[src/sv/assert_macros.svh]
// Assertion helpers shared by the RTL files
`ifndef ASSERT_MACROS_SVH
`define ASSERT_MACROS_SVH

`ifndef ASSERT_OFF

`define BFX_ASSERT(lbl, clk, rst, prop) \
   lbl: assert property (@(posedge clk) disable iff (rst) prop) \
      else $error("bfx86 assertion failed");

`define BFX_ASSERT_IMP(lbl, clk, rst, ante, cons) \
   lbl: assert property (@(posedge clk) disable iff (rst) (ante) |-> (cons)) \
      else $error("bfx86 implication failed");

`define BFX_ASSERT_NEXT(lbl, clk, rst, ante, cons) \
   lbl: assert property (@(posedge clk) disable iff (rst) (ante) |=> (cons)) \
      else $error("bfx86 next-cycle check failed");

`else

`define BFX_ASSERT(lbl, clk, rst, prop)
`define BFX_ASSERT_IMP(lbl, clk, rst, ante, cons)
`define BFX_ASSERT_NEXT(lbl, clk, rst, ante, cons)

`endif

`endif

[src/sv/bfx86_pkg.sv]
package bfx86_pkg;

   localparam int unsigned NEST_DEPTH     = 64;
   localparam int unsigned ADDR_BITS      = 24;
   localparam int unsigned DEPTH_BITS     = $clog2(NEST_DEPTH + 1);
   localparam int unsigned STACK_IDX_BITS = (NEST_DEPTH > 1) ? $clog2(NEST_DEPTH) : 1;
   localparam int unsigned MAX_RESULTS    = 13;
   localparam int unsigned COUNT_BITS     = $clog2(MAX_RESULTS + 1);
   localparam int unsigned OP_BYTES       = 9;
   localparam int unsigned OUT_ADDR_BITS  = 24;
   localparam int unsigned CODE_START_BITS  = 24;
   localparam int unsigned STACK_SPACE_BITS = 16;
   localparam int unsigned CSR_INDEX_BITS = 2;
   localparam int unsigned CSR_DATA_BITS  = 24;

   localparam logic [CODE_START_BITS-1:0]  CODE_START_RESET  = 24'd36;
   localparam logic [STACK_SPACE_BITS-1:0] STACK_SPACE_RESET = 16'd1024;
   localparam logic [ADDR_BITS-1:0]        HEADER_SIZE_ADDR  = ADDR_BITS'(16);

   localparam logic [CSR_INDEX_BITS-1:0] CSR_CODE_START  = 2'd0;
   localparam logic [CSR_INDEX_BITS-1:0] CSR_STACK_SPACE = 2'd1;

   localparam logic [7:0] OP_NUL   = 8'h00;
   localparam logic [7:0] OP_RIGHT = 8'h3e;
   localparam logic [7:0] OP_LEFT  = 8'h3c;
   localparam logic [7:0] OP_INC   = 8'h2b;
   localparam logic [7:0] OP_DEC   = 8'h2d;
   localparam logic [7:0] OP_OUT   = 8'h2e;
   localparam logic [7:0] OP_IN    = 8'h2c;
   localparam logic [7:0] OP_OPEN  = 8'h5b;
   localparam logic [7:0] OP_CLOSE = 8'h5d;

   localparam logic [7:0] X86_ADD_EAX  = 8'h05;
   localparam logic [7:0] X86_SUB_EAX  = 8'h2d;
   localparam logic [7:0] X86_GRP1_B   = 8'h80;
   localparam logic [7:0] X86_MODRM_SUB = 8'h28;
   localparam logic [7:0] X86_MODRM_CMP = 8'h38;
   localparam logic [7:0] X86_TWO_BYTE = 8'h0f;
   localparam logic [7:0] X86_JE_NEAR  = 8'h84;
   localparam logic [7:0] X86_JMP_NEAR = 8'he9;
   localparam logic [7:0] X86_GRP5     = 8'hff;
   localparam logic [7:0] X86_CALL_EBX = 8'hd3;
   localparam logic [7:0] X86_CALL_ECX = 8'hd1;
   localparam logic [7:0] X86_RET      = 8'hc3;

   typedef enum logic [1:0] {
      JOB_OP,
      JOB_CLOSE,
      JOB_FINISH,
      JOB_ERROR
   } bfx86_job_type;

   typedef struct packed {
      logic                               err;
      logic [COUNT_BITS-1:0]              count;
      logic [COUNT_BITS-1:0]              split;
      logic [ADDR_BITS-1:0]               addr;
      logic [ADDR_BITS-1:0]               base1;
      logic [MAX_RESULTS-1:0][7:0]        bytes;
   } bfx86_load_type;

endpackage

[src/sv/bfx86_ram.sv]
module bfx86_ram #(
   parameter int unsigned WIDTH = 8,
   parameter int unsigned DEPTH = 2
) (
   input  logic                                         clock,
   input  logic                                         wr_en,
   input  logic [((DEPTH > 1) ? $clog2(DEPTH) : 1)-1:0] wr_addr,
   input  logic [WIDTH-1:0]                             wr_data,
   input  logic                                         rd_en,
   input  logic [((DEPTH > 1) ? $clog2(DEPTH) : 1)-1:0] rd_addr,
   output logic [WIDTH-1:0]                             rd_data
);

   logic [WIDTH-1:0] mem_ff [DEPTH];
   logic [WIDTH-1:0] rd_data_ff;

   always_ff @(posedge clock) begin
      if (wr_en) begin
         mem_ff[wr_addr] <= wr_data;
      end
      if (rd_en) begin
         rd_data_ff <= mem_ff[rd_addr];
      end
   end

   assign rd_data = rd_data_ff;

endmodule

[src/sv/bfx86_emit.sv]
`include "assert_macros.svh"

module bfx86_emit import bfx86_pkg::*; (
   input  logic                     clock,
   input  logic                     reset,
   input  logic                     load_valid,
   input  bfx86_load_type           load,
   output logic                     free,
   output logic                     rsp_valid,
   input  logic                     rsp_stall,
   output logic [OUT_ADDR_BITS-1:0] rsp_address,
   output logic [7:0]               rsp_value,
   output logic                     rsp_error,
   output logic                     rsp_last
);

   logic                        valid_ff, valid_in;
   logic [MAX_RESULTS-1:0][7:0] bytes_ff, bytes_in;
   logic [ADDR_BITS-1:0]        addr_ff, addr_in;
   logic [ADDR_BITS-1:0]        base1_ff, base1_in;
   logic [COUNT_BITS-1:0]       split_ff, split_in;
   logic [COUNT_BITS-1:0]       cnt_ff, cnt_in;
   logic                        err_ff, err_in;
   logic                        adv;
   logic                        done;

   assign adv  = valid_ff && !rsp_stall;
   assign done = adv && (cnt_ff == COUNT_BITS'(1));
   assign free = !valid_ff || done;

   always_comb begin
      valid_in = valid_ff;
      bytes_in = bytes_ff;
      addr_in  = addr_ff;
      base1_in = base1_ff;
      split_in = split_ff;
      cnt_in   = cnt_ff;
      err_in   = err_ff;
      priority if (load_valid) begin
         valid_in = 1'b1;
         bytes_in = load.bytes;
         addr_in  = load.addr;
         base1_in = load.base1;
         split_in = load.split;
         cnt_in   = load.count;
         err_in   = load.err;
      end else if (done) begin
         valid_in = 1'b0;
      end else if (adv) begin
         // advance to the next byte; jump to the second region at the split
         bytes_in = bytes_ff >> 8;
         cnt_in   = cnt_ff - COUNT_BITS'(1);
         addr_in  = (split_ff == COUNT_BITS'(1)) ? base1_ff : addr_ff + ADDR_BITS'(1);
         split_in = (split_ff != '0) ? split_ff - COUNT_BITS'(1) : split_ff;
      end else begin
         // hold
      end
   end

   always_ff @(posedge clock) begin
      if (reset) begin
         valid_ff <= 1'b0;
         cnt_ff   <= '0;
         split_ff <= '0;
      end else begin
         valid_ff <= valid_in;
         cnt_ff   <= cnt_in;
         split_ff <= split_in;
      end
      bytes_ff <= bytes_in;
      addr_ff  <= addr_in;
      base1_ff <= base1_in;
      err_ff   <= err_in;
   end

   assign rsp_valid   = valid_ff;
   assign rsp_address = OUT_ADDR_BITS'(addr_ff);
   assign rsp_value   = bytes_ff[0];
   assign rsp_error   = err_ff;
   assign rsp_last    = (cnt_ff == COUNT_BITS'(1));

   `BFX_ASSERT_IMP(a_emit_cnt_nonzero, clock, reset, valid_ff, cnt_ff != '0)
   `BFX_ASSERT_IMP(a_emit_load_when_free, clock, reset, load_valid, free)
   `BFX_ASSERT_NEXT(a_emit_hold_valid, clock, reset, adv && !done, valid_ff)

endmodule

[src/sv/bf_to_x86_code_emitter.sv]
// Translates run-length compressed Brainfuck ops into x86 machine code, given as a stream
// of (address, byte) writes into an output image; an op request is decoded into a holding
// register and its bytes then leave one per cycle while rsp_stall is low: two bytes for '.'
// and ',', three for '+' and '-', five for '>' and '<', nine for '[' and ']', thirteen for a
// finish request and one for an error. The output is a single byte-write port; decoding of
// the next request overlaps the output of the current one, a NUL op is taken at the input
// and gives no result unless an error is pending, and the first byte of a request reaches
// the result port through the holding register and then the emitter register. Write
// code_start or stack_space only while idle.
`include "assert_macros.svh"

module bf_to_x86_code_emitter import bfx86_pkg::*; (
   input  logic                      clock,
   input  logic                      reset,
   input  logic                      req_valid,
   output logic                      req_stall,
   input  logic                      req_kind,
   input  logic [7:0]                req_op_char,
   input  logic [7:0]                req_amount,
   output logic                      rsp_valid,
   input  logic                      rsp_stall,
   output logic [OUT_ADDR_BITS-1:0]  rsp_address,
   output logic [7:0]                rsp_value,
   output logic                      rsp_error,
   output logic                      rsp_last,
   input  logic                      csr_valid,
   output logic                      csr_ready,
   input  logic [CSR_INDEX_BITS-1:0] csr_index,
   input  logic [CSR_DATA_BITS-1:0]  csr_wdata
);

   logic [CODE_START_BITS-1:0]  code_start_ff, code_start_in;
   logic [STACK_SPACE_BITS-1:0] stack_space_ff, stack_space_in;
   logic [ADDR_BITS-1:0]        wp_ff, wp_in;
   logic [DEPTH_BITS-1:0]       depth_ff, depth_in;
   logic                        failed_ff, failed_in;

   logic                        st1_valid_ff, st1_valid_in;
   bfx86_job_type               st1_job_ff, st1_job_in;
   logic [COUNT_BITS-1:0]       st1_count_ff, st1_count_in;
   logic [OP_BYTES-1:0][7:0]    st1_bytes_ff, st1_bytes_in;
   logic [ADDR_BITS-1:0]        st1_wp_ff, st1_wp_in;
   logic [ADDR_BITS-1:0]        st1_end_ff, st1_end_in;

   logic                        acc;
   logic                        csr_wr;
   logic                        move;
   logic                        emit_free;
   logic                        dec_load;
   bfx86_job_type               dec_job;
   logic [COUNT_BITS-1:0]       dec_count;
   logic [OP_BYTES-1:0][7:0]    dec_bytes;
   logic [ADDR_BITS-1:0]        dec_end;

   logic                        ram_we;
   logic                        ram_re;
   logic [STACK_IDX_BITS-1:0]   ram_wr_addr;
   logic [STACK_IDX_BITS-1:0]   ram_rd_addr;
   logic [ADDR_BITS-1:0]        loop_begin;

   logic [31:0]                 begin32;
   logic [31:0]                 end32;
   logic [31:0]                 disp_back;
   logic [31:0]                 disp_fwd;
   logic [31:0]                 mem_need;
   bfx86_load_type              load;

   assign csr_ready = 1'b1;
   assign csr_wr    = csr_valid && csr_ready;
   assign move      = st1_valid_ff && emit_free;
   assign req_stall = st1_valid_ff && !move;
   assign acc       = req_valid && !req_stall;

   assign ram_wr_addr = depth_ff[STACK_IDX_BITS-1:0];
   assign ram_rd_addr = STACK_IDX_BITS'(depth_ff - DEPTH_BITS'(1));

   // decode and state update
   always_comb begin
      code_start_in  = code_start_ff;
      stack_space_in = stack_space_ff;
      wp_in          = wp_ff;
      depth_in       = depth_ff;
      failed_in      = failed_ff;
      dec_load       = 1'b0;
      dec_job        = JOB_ERROR;
      dec_count      = COUNT_BITS'(1);
      dec_bytes      = '0;
      dec_end        = wp_ff;
      ram_we         = 1'b0;
      ram_re         = 1'b0;

      if (csr_wr && (csr_index == CSR_STACK_SPACE)) begin
         stack_space_in = csr_wdata[STACK_SPACE_BITS-1:0];
      end

      priority if (csr_wr && (csr_index == CSR_CODE_START)) begin
         code_start_in = csr_wdata[CODE_START_BITS-1:0];
         wp_in         = ADDR_BITS'(csr_wdata[CODE_START_BITS-1:0]);
         depth_in      = '0;
         failed_in     = 1'b0;
      end else if (acc && req_kind) begin
         dec_load = 1'b1;
         if (!failed_ff) begin
            dec_job   = JOB_FINISH;
            dec_count = COUNT_BITS'(MAX_RESULTS);
            dec_end   = wp_ff + ADDR_BITS'(1);
         end
         wp_in     = ADDR_BITS'(code_start_ff);
         depth_in  = '0;
         failed_in = 1'b0;
      end else if (acc && failed_ff) begin
         dec_load = 1'b1;
      end else if (acc) begin
         unique case (req_op_char)
            OP_RIGHT, OP_LEFT: begin
               dec_load     = 1'b1;
               dec_job      = JOB_OP;
               dec_count    = COUNT_BITS'(5);
               dec_bytes[0] = (req_op_char == OP_RIGHT) ? X86_ADD_EAX : X86_SUB_EAX;
               dec_bytes[1] = req_amount;
               wp_in        = wp_ff + ADDR_BITS'(5);
            end
            OP_INC, OP_DEC: begin
               dec_load     = 1'b1;
               dec_job      = JOB_OP;
               dec_count    = COUNT_BITS'(3);
               dec_bytes[0] = X86_GRP1_B;
               dec_bytes[1] = (req_op_char == OP_DEC) ? X86_MODRM_SUB : 8'h00;
               dec_bytes[2] = req_amount;
               wp_in        = wp_ff + ADDR_BITS'(3);
            end
            OP_OUT, OP_IN: begin
               dec_load     = 1'b1;
               dec_job      = JOB_OP;
               dec_count    = COUNT_BITS'(2);
               dec_bytes[0] = X86_GRP5;
               dec_bytes[1] = (req_op_char == OP_OUT) ? X86_CALL_EBX : X86_CALL_ECX;
               wp_in        = wp_ff + ADDR_BITS'(2);
            end
            OP_OPEN: begin
               dec_load = 1'b1;
               if (depth_ff == DEPTH_BITS'(NEST_DEPTH)) begin
                  failed_in = 1'b1;
               end else begin
                  ram_we       = 1'b1;
                  depth_in     = depth_ff + DEPTH_BITS'(1);
                  dec_job      = JOB_OP;
                  dec_count    = COUNT_BITS'(OP_BYTES);
                  dec_bytes[0] = X86_GRP1_B;
                  dec_bytes[1] = X86_MODRM_CMP;
                  dec_bytes[3] = X86_TWO_BYTE;
                  dec_bytes[4] = X86_JE_NEAR;
                  wp_in        = wp_ff + ADDR_BITS'(OP_BYTES);
               end
            end
            OP_CLOSE: begin
               dec_load = 1'b1;
               if (depth_ff == '0) begin
                  failed_in = 1'b1;
               end else begin
                  ram_re    = 1'b1;
                  depth_in  = depth_ff - DEPTH_BITS'(1);
                  dec_job   = JOB_CLOSE;
                  dec_count = COUNT_BITS'(OP_BYTES);
                  dec_end   = wp_ff + ADDR_BITS'(1);
                  wp_in     = wp_ff + ADDR_BITS'(5);
               end
            end
            OP_NUL: begin
               dec_load = 1'b0;
            end
            default: begin
               dec_load  = 1'b1;
               failed_in = 1'b1;
            end
         endcase
      end else begin
         // hold
      end
   end

   // hold the decoded request until the emitter takes it
   always_comb begin
      st1_valid_in = st1_valid_ff;
      st1_job_in   = st1_job_ff;
      st1_count_in = st1_count_ff;
      st1_bytes_in = st1_bytes_ff;
      st1_wp_in    = st1_wp_ff;
      st1_end_in   = st1_end_ff;
      if (acc && dec_load) begin
         st1_valid_in = 1'b1;
         st1_job_in   = dec_job;
         st1_count_in = dec_count;
         st1_bytes_in = dec_bytes;
         st1_wp_in    = wp_ff;
         st1_end_in   = dec_end;
      end else if (move) begin
         st1_valid_in = 1'b0;
      end
   end

   always_ff @(posedge clock) begin
      if (reset) begin
         code_start_ff  <= CODE_START_RESET;
         stack_space_ff <= STACK_SPACE_RESET;
         wp_ff          <= ADDR_BITS'(CODE_START_RESET);
         depth_ff       <= '0;
         failed_ff      <= 1'b0;
         st1_valid_ff   <= 1'b0;
      end else begin
         code_start_ff  <= code_start_in;
         stack_space_ff <= stack_space_in;
         wp_ff          <= wp_in;
         depth_ff       <= depth_in;
         failed_ff      <= failed_in;
         st1_valid_ff   <= st1_valid_in;
      end
      st1_job_ff   <= st1_job_in;
      st1_count_ff <= st1_count_in;
      st1_bytes_ff <= st1_bytes_in;
      st1_wp_ff    <= st1_wp_in;
      st1_end_ff   <= st1_end_in;
   end

   bfx86_ram #(
      .WIDTH (ADDR_BITS),
      .DEPTH (NEST_DEPTH)
   ) u_loop_starts (
      .clock   (clock),
      .wr_en   (ram_we),
      .wr_addr (ram_wr_addr),
      .wr_data (wp_ff),
      .rd_en   (ram_re),
      .rd_addr (ram_rd_addr),
      .rd_data (loop_begin)
   );

   // build the emitter job: displacements and header words
   assign begin32   = 32'(loop_begin);
   assign end32     = (st1_job_ff == JOB_CLOSE) ? 32'(st1_end_ff) + 32'd4 : 32'(st1_end_ff);
   assign disp_back = begin32 - end32;
   assign disp_fwd  = end32 - begin32 - 32'd9;
   assign mem_need  = end32 + 32'(stack_space_ff);

   always_comb begin
      load       = '0;
      load.addr  = st1_wp_ff;
      load.base1 = st1_wp_ff;
      load.count = st1_count_ff;
      unique case (st1_job_ff)
         JOB_OP: begin
            load.bytes = (MAX_RESULTS * 8)'(st1_bytes_ff);
         end
         JOB_CLOSE: begin
            load.split    = COUNT_BITS'(5);
            load.base1    = loop_begin + ADDR_BITS'(5);
            load.bytes[0] = X86_JMP_NEAR;
            load.bytes[1] = disp_back[7:0];
            load.bytes[2] = disp_back[15:8];
            load.bytes[3] = disp_back[23:16];
            load.bytes[4] = disp_back[31:24];
            load.bytes[5] = disp_fwd[7:0];
            load.bytes[6] = disp_fwd[15:8];
            load.bytes[7] = disp_fwd[23:16];
            load.bytes[8] = disp_fwd[31:24];
         end
         JOB_FINISH: begin
            load.split     = COUNT_BITS'(1);
            load.base1     = HEADER_SIZE_ADDR;
            load.bytes[0]  = X86_RET;
            load.bytes[1]  = end32[7:0];
            load.bytes[2]  = end32[15:8];
            load.bytes[3]  = end32[23:16];
            load.bytes[4]  = end32[31:24];
            load.bytes[5]  = mem_need[7:0];
            load.bytes[6]  = mem_need[15:8];
            load.bytes[7]  = mem_need[23:16];
            load.bytes[8]  = mem_need[31:24];
            load.bytes[9]  = mem_need[7:0];
            load.bytes[10] = mem_need[15:8];
            load.bytes[11] = mem_need[23:16];
            load.bytes[12] = mem_need[31:24];
         end
         JOB_ERROR: begin
            load.err   = 1'b1;
            load.addr  = '0;
            load.count = COUNT_BITS'(1);
         end
         default: begin
            load.err = 1'b1;
         end
      endcase
   end

   bfx86_emit u_emit (
      .clock       (clock),
      .reset       (reset),
      .load_valid  (move),
      .load        (load),
      .free        (emit_free),
      .rsp_valid   (rsp_valid),
      .rsp_stall   (rsp_stall),
      .rsp_address (rsp_address),
      .rsp_value   (rsp_value),
      .rsp_error   (rsp_error),
      .rsp_last    (rsp_last)
   );

   `BFX_ASSERT_IMP(a_error_result_shape, clock, reset, rsp_valid && rsp_error,
                   rsp_last && (rsp_address == '0) && (rsp_value == 8'h00))
   `BFX_ASSERT(a_depth_bound, clock, reset, depth_ff <= DEPTH_BITS'(NEST_DEPTH))
   `BFX_ASSERT_NEXT(a_failed_holds_state, clock, reset, acc && failed_ff && !req_kind && !csr_wr,
                    $stable(wp_ff) && $stable(depth_ff) && failed_ff)

endmodule
[config.mk]
export PLATFORM = sky130hd
export DESIGN_NAME = bf_to_x86_code_emitter
export DESIGN_NICKNAME = d
export VERILOG_FILES = /design/src/sv/bfx86_pkg.sv /design/src/sv/bfx86_ram.sv /design/src/sv/bfx86_emit.sv /design/src/sv/bf_to_x86_code_emitter.sv
export VERILOG_INCLUDE_DIRS = /design/src /design/src/sv
export SDC_FILE = /design/constraint.sdc
export NUM_CORES = 2
export LEC_CHECK = 0
export BUFFER_PORTS_ARGS = -buffer_cell sky130_fd_sc_hd__buf_4
export CORE_MARGIN = 2
export CORE_UTILIZATION = 35
export DETAILED_ROUTE_END_ITERATION = 10
export PLACE_DENSITY = 0.5
export SLEW_MARGIN = 20
export SYNTH_ARGS = -nofsm -noshare
export SYNTH_HDL_FRONTEND = slang
export SYNTH_SLANG_ARGS = --single-unit
[constraint.sdc]
create_clock -name clock -period 11.5 [get_ports clock]
set_clock_uncertainty 0.05 [all_clocks]
set_input_delay 0.575 -clock clock [delete_from_list [all_inputs] [get_ports clock]]
set_output_delay 0.575 -clock clock [all_outputs]
set_load 0.1 [all_outputs]
After elaboration in Yosys (flattened, before gate mapping). Memory sizes are Yosys's and may differ from the RTL's. A register that Yosys moved wholly into a read port is not among the register bits. Cells that the tools add are included.

$add $sub $neg: 16. Equal/unequal tests: 23. Muxes and demuxes: 84. Bitwise operators: 5. Reduce and logical (&&, ||, !) cells: 41.

Operator list (number): $mux 24 (18); $mux 104 (3); $pmux 72 s3 (1); $pmux 24 s5 (1); $pmux 16 s4 (1); $mux 4 (13); $add 24x1->24 const B (2); $add 24x2->24 const B (2); $add 24x3->24 const B (2); $eq 8x6->1 const B (6); $pmux 24 s2 (1); $sub 26x5->27 const B (1); $add 25x16->26 (1); $mux 1 (26); $mux 26 (1); $sub 24x25->26 (1); $sub 25x24->26 (1); $add 24x3->25 const B (1); $mux 25 (1); $add 24x4->24 const B (1); $pmux 4 s5 (1); $eq 8x7->1 const B (2); $mux 16 (1); $reduce_and 5->1 (3); other kinds (38) (78).

Register bits: 329. Memory bits (writable): 1536. Input bits: 48. Output and inout bits: 37. Memories: 1.

Memory list: u_loop_starts.mem_ff (words 64, bits a word 24, rd ports 1, clocked after memory_dff 1, wr ports 1, RTL line bfx86_ram.sv:14) `logic [WIDTH-1:0] mem_ff [DEPTH];`.

Logic depth before layout (Yosys ltp).
Word-level depth: 15. Gate-level depth with buffers: 19.

By module. Synthesis repeated with hierarchy kept, for this count alone.

Cell total of the unflattened synthesis: 4764. Area, all modules: 79926.7 sq um.

By module, submodules not included: bfx86_ram (times used 1, cells an instance 2611, area each 59570.9 sq um, seq. area each 46844.9 sq um); bf_to_x86_code_emitter (times used 1, cells an instance 1656, area each 13092.6 sq um, seq. area each 3713.6 sq um); bfx86_emit (times used 1, cells an instance 497, area each 7263.2 sq um, seq. area each 4774.6 sq um).

Worst setup path before layout. OpenSTA, ideal clock, no wires.

Kind: flip-flop to flip-flop. From: reg u_emit.cnt_ff[0]. To: reg st1_bytes_ff[10] (netlist name), enable pin. Setup time: 0.603 ns. Data arrival time: 7.241 ns. Data required time: 10.847 ns. Setup slack: 3.606 ns. Cell stages (with the launch flop): 8. Buffers on the path: 0. Clock period less this slack: 7.894 ns. Cells stage by stage: dfxtp_1 -> ha_1 -> or3b_1 -> o211a_1 -> nand2b_1 -> a31oi_1 -> nor3_1 -> nor3_1.

Cells in the longest elaborated chain, start to end: 13. Elaborated cells on any way between the ends: 15.

Ends and longest elaborated chain: from (decl) (RTL line bfx86_emit.sv:22) `logic [COUNT_BITS-1:0] cnt_ff, cnt_in;`; from (signal assigned) (RTL line bfx86_emit.sv:67) `cnt_ff <= cnt_in;`; $eq 4x1->1 * (RTL line bfx86_emit.sv:28) `assign done = adv && (cnt_ff == COUNT_BITS'(1));`; $logic_and 1x1->1 * (RTL line bfx86_emit.sv:28); $logic_or 1x1->1 * (RTL line bfx86_emit.sv:29) `assign free = !valid_ff || done;`; $logic_and 1x1->1 * (RTL line bf_to_x86_code_emitter.sv:70) `assign move = st1_valid_ff && emit_free;`; $logic_not 1->1 * (RTL line bf_to_x86_code_emitter.sv:71) `assign req_stall = st1_valid_ff && !move;`; $logic_and 1x1->1 * (RTL line bf_to_x86_code_emitter.sv:71); named net req_stall (RTL line bf_to_x86_code_emitter.sv:16) `output logic req_stall,`; $logic_not 1->1 * (RTL line bf_to_x86_code_emitter.sv:72) `assign acc = req_valid && !req_stall;`; $logic_and 1x1->1 * (RTL line bf_to_x86_code_emitter.sv:72); $mux 1 / $logic_and 1x1->1 (equally long branches) (RTL line bf_to_x86_code_emitter.sv:113, bf_to_x86_code_emitter.sv:111); $mux 1 (RTL line bf_to_x86_code_emitter.sv:111) `end else if (acc && failed_ff) begin`; $mux 1 (RTL line bf_to_x86_code_emitter.sv:101) `end else if (acc && req_kind) begin`; $mux 1 (RTL line bf_to_x86_code_emitter.sv:96) `priority if (csr_wr && (csr_index == CSR_CODE_START)) begin`; $logic_and 1x1->1 * (RTL line bf_to_x86_code_emitter.sv:190) `if (acc && dec_load) begin`; to (signal assigned) (RTL line bf_to_x86_code_emitter.sv:220) `st1_bytes_ff <= st1_bytes_in;`; to (decl) (RTL line bf_to_x86_code_emitter.sv:41) `logic [OP_BYTES-1:0][7:0] st1_bytes_ff, st1_bytes_in;`.

Mark *: on every way through the listed nets, which the timed path passes. The rest lies on a longest branch. A chain may end at the register's enable or synchronous reset.

==> impl_metrics.json <==
{
  "holdWs_ps": 88.8,
  "crit_path_max_fanout": 32,
  "cp_cell_sequence": "inv_1 > ha_1 > buf_4 > nand4_1 > nor4_1 > nand4_1 > xor2_1 > inv_1 > ha_1 > a21oi_1 > nand2_1 > nor2_1 > nand3_1 > a31o_1 > o2111a_1 > o31ai_1 > nor3_2 > xnor2_1 > a221o_1",
  "htree_num_levels": 4,
  "timing.critical_path.required_ps": 12040,
  "clock_insertion_delay_at_the_later_pin_of_the_skew_report_ps": 840,
  "area_share_of_the_largest_cell_type_after_synthesis_pct": 68.1,
  "hold_depth": 2,
  "least_margin_pin_slew_ps": 1160,
  "final_critical_path_setup_slack_ps": 5250,
  "startpoint_type_of_the_worst_setup_path": "flop",
  "ant_nets": 0,
  "initial_utilization_pct": 35.3,
  "num-fill-cells": 20000,
  "max_cap_viol_count": 0,
  "arrival_ps": 6790,
  "cts_tree": "yes",
  "antenna_found_initial": 6,
  "slew_headroom_pct": 22.4,
  "share_of_layout_cells_above_drive_strength_1_pct": 22.2,
  "final_core_utilization_pct": 40.5,
  "grt_usage_pct": 19.7,
  "dp.cells": 7474,
  "final-instance-count-excl-fill": 7863,
  "yosysTopAreaCell": "edfxtp_1",
  "die_height_microns": 478,
  "rows": 173,
  "setup_tns_ps": 0,
  "period_minus_slack_ps": 6250,
  "area_of_all_placed_cells_without_fillers_sq_um": 90200,
  "routed_wire_length_per_instance_microns": 28.9,
  "core_sq_um": 223000,
  "post_synth_num_cell_types": 91,
  "run_status": "complete, no violations",
  "bufs_and_invs_on_worst_path": 3,
  "place.port_buffers": 83,
  "drt_pass1_iterations": 6,
  "cell_with_the_largest_stage_delay_on_the_worst_path": "nor4_1",
  "yosys-top-cells-count": "edfxtp_1, mux4_2, nand2_1, nor2_1, clkbuf_1",
  "finalWeightedCongestion": 0.886,
  "hold_viol": 0,
  "remaining_drc_errors": 0,
  "tritoncts_num_sinks": 1864,
  "report.final.setup_viol": 0,
  "synthesis.yosys.warnings": 0,
  "max_clock_freq_mhz": 160,
  "tritoncts.num_buffers": 194,
  "worst_setup_path_end_kind": "flop",
  "critical_path_depth": 19,
  "vias_in_the_first_global_route": 42500,
  "num_io_pins": 85,
  "cts_root_buf": "clkbuf_16",
  "die-area_sq_um": 228000,
  "power-per-cell-area_nw_per_um2": 162,
  "ys_seq_area_share_pct": 70.2,
  "rsz0062_at_grt": "no",
  "dpl_cell_area_sq_um": 83600,
  "slowest_delay_ps": 970,
  "cts_max_path_buffers": 3,
  "slew_violations": 0,
  "netlist_area_sq_um": 78500,
  "critical-path-top-delay-family": "simple AND/OR/NAND/NOR gates",
  "pin_count_of_the_biggest_net_entering_global_routing": 141,
  "async_reset_ff_share_pct": 0,
  "layout-area-overhead-vs-synth_pct": 14.9,
  "overall_power_mw": 14.6,
  "synth-edff-count": 1782,
  "postSynthCellCount": 4543,
  "synthMostInstantiatedCell": "edfxtp_1",
  "post_cts_buffers": 0,
  "die_width_microns": 478,
  "grt.overflow.total": 0,
  "yosys_most_used_dff": "edfxtp_1",
  "hpwl_after_dpl_microns": 135000,
  "worst_setup_hold_path_clk_slew_ps": 60,
  "pre_cts_slack_ps": 5280,
  "layout_worst_path_cycle_share_pct": 54.4,
  "detail_route.vias_per_cell": 5.46,
  "rr_worst_depth": 19,
  "ctsResizeCount": 0,
  "synthesis.nets": 4679,
  "vias": 42900,
  "cellLeakagePower_nw": 28.4,
  "nNetsFinal": 4857,
  "synth_top_cells_by_area": "edfxtp_1, mux4_2, dfxtp_1",
  "drt_wl_total_microns": 228000,
  "post_cts_hold_buffer_count": 22,
  "synth_area_per_cell_sq_um": 17.3,
  "power.ir.vdd_worst_uv": 171,
  "setup.worst_path.class": "flop to flop",
  "yosys_register_bits": 1864,
  "worst_hold_path_type": "primary input to flop",
  "initialDrtViolationCount": 4704,
  "global_route_wire_length_before_repair_microns": 323000
}
final cells by class:
type | instances | area [sq um] | share of cell area [%]
repair buffers | 230 | 2070 | 2.30
clock buffers | 240 | 5070 | 5.62
inverters | 125 | 469 | 0.520
diodes | 7 | 17.5 | 0.0194
flip-flops and latches | 1864 | 55200 | 61.2
clock inverters | 116 | 1160 | 1.28
well taps | 2975 | 3720 | 4.13
multi-input cells | 2306 | 22500 | 24.9
flip-flops by register name (all words and copies together), names as in the netlist, 2 cells and up:
name and flops:
stack_space_ff 16, u_loop_starts.rd_data 24, st1_wp_ff 24, u_emit.rsp_value 8
wp_ff 24, st1_bytes_ff 21, u_loop_starts.mem_ff 1536, u_emit.base1_ff 24
u_emit.cnt_ff 4, code_start_ff 24, u_emit.rsp_address 24, st1_end_ff 24
u_emit.split_ff 4, u_emit.bytes_ff 90, depth_ff 7, st1_count_ff 4
st1_job_ff 2
where the power goes:
group / switching (mW) / internal [mW]
sequential: 0.0587 / 7.55
combinational: 0.561 / 0.206
clock: 2.68 / 3.54
cell usage in the layout (no fill, tap or decap), types with 10 or more instances in the layout:
master,instances
a21boi_0,14
a21oi_1,146
mux4_2,480
inv_1,123
nand4_1,28
ha_1,83
and2_1,34
a21o_1,28
edfxtp_1,1782
o221ai_1,10
or3_1,29
clkinv_1,51
dfxtp_2,24
buf_4,190
a31oi_1,51
nand3_1,63
nor3_1,41
a211oi_1,42
bufinv_16,18
clkbuf_16,196
a222oi_1,13
o21ai_0,117
xnor2_1,115
xor2_1,62
nand2_1,411
nor2_4,61
o31ai_1,34
clkbuf_1,44
nand2b_1,13
and3_1,34
nor2b_1,17
o211ai_1,34
nor2_1,146
o21a_1,10
o22ai_1,25
clkinv_2,30
dlygate4sd3_1,22
dfxtp_1,57
path summary, 6_finish.rpt:
kind / startpoint / slack, ps / to
worst max-delay path: st1_job_ff[1]$_SDFFCE_PP1P_ / 5250 / u_emit.bytes_ff[64]$_DFFE_PP_
worst max register to register: st1_job_ff[1]$_SDFFCE_PP1P_ / 5250 / u_emit.bytes_ff[64]$_DFFE_PP_
worst min register to register: code_start_ff[8]$_SDFFE_PP0P_ / 400 / code_start_ff[8]$_SDFFE_PP0P_
worst min-delay path: req_amount[1] / 90 / st1_bytes_ff[17]$_SDFFCE_PP0P_
metal layers:
| layer | track usage, % | vias up | routed length (microns) |
|---|---|---|---|
| met5 | 0 | - | 0 |
| met4 | 5.43 | 0 | 5910 |
| met3 | 2.83 | 268 | 11800 |
| met2 | 31.5 | 1291 | 109000 |
| met1 | 27.9 | 22900 | 101000 |
| li1 | - | 18500 | - |
cells by family (layout without fill, tap and decap cells):
group	Yosys count	after routing	synth area share, %
AOI/OAI and AO/OA	603	603	5.01
xor gates and xnor gates	184	184	2.07
adders and majority gates	88	88	1.44
buffers and inverters	373	711	1.86
DFF	1864	1864	70.2
muxes	489	489	13.9
other	2	9	0.00956
and+or+nand+nor	940	940	5.49
(Power assumes the default switching activity.)
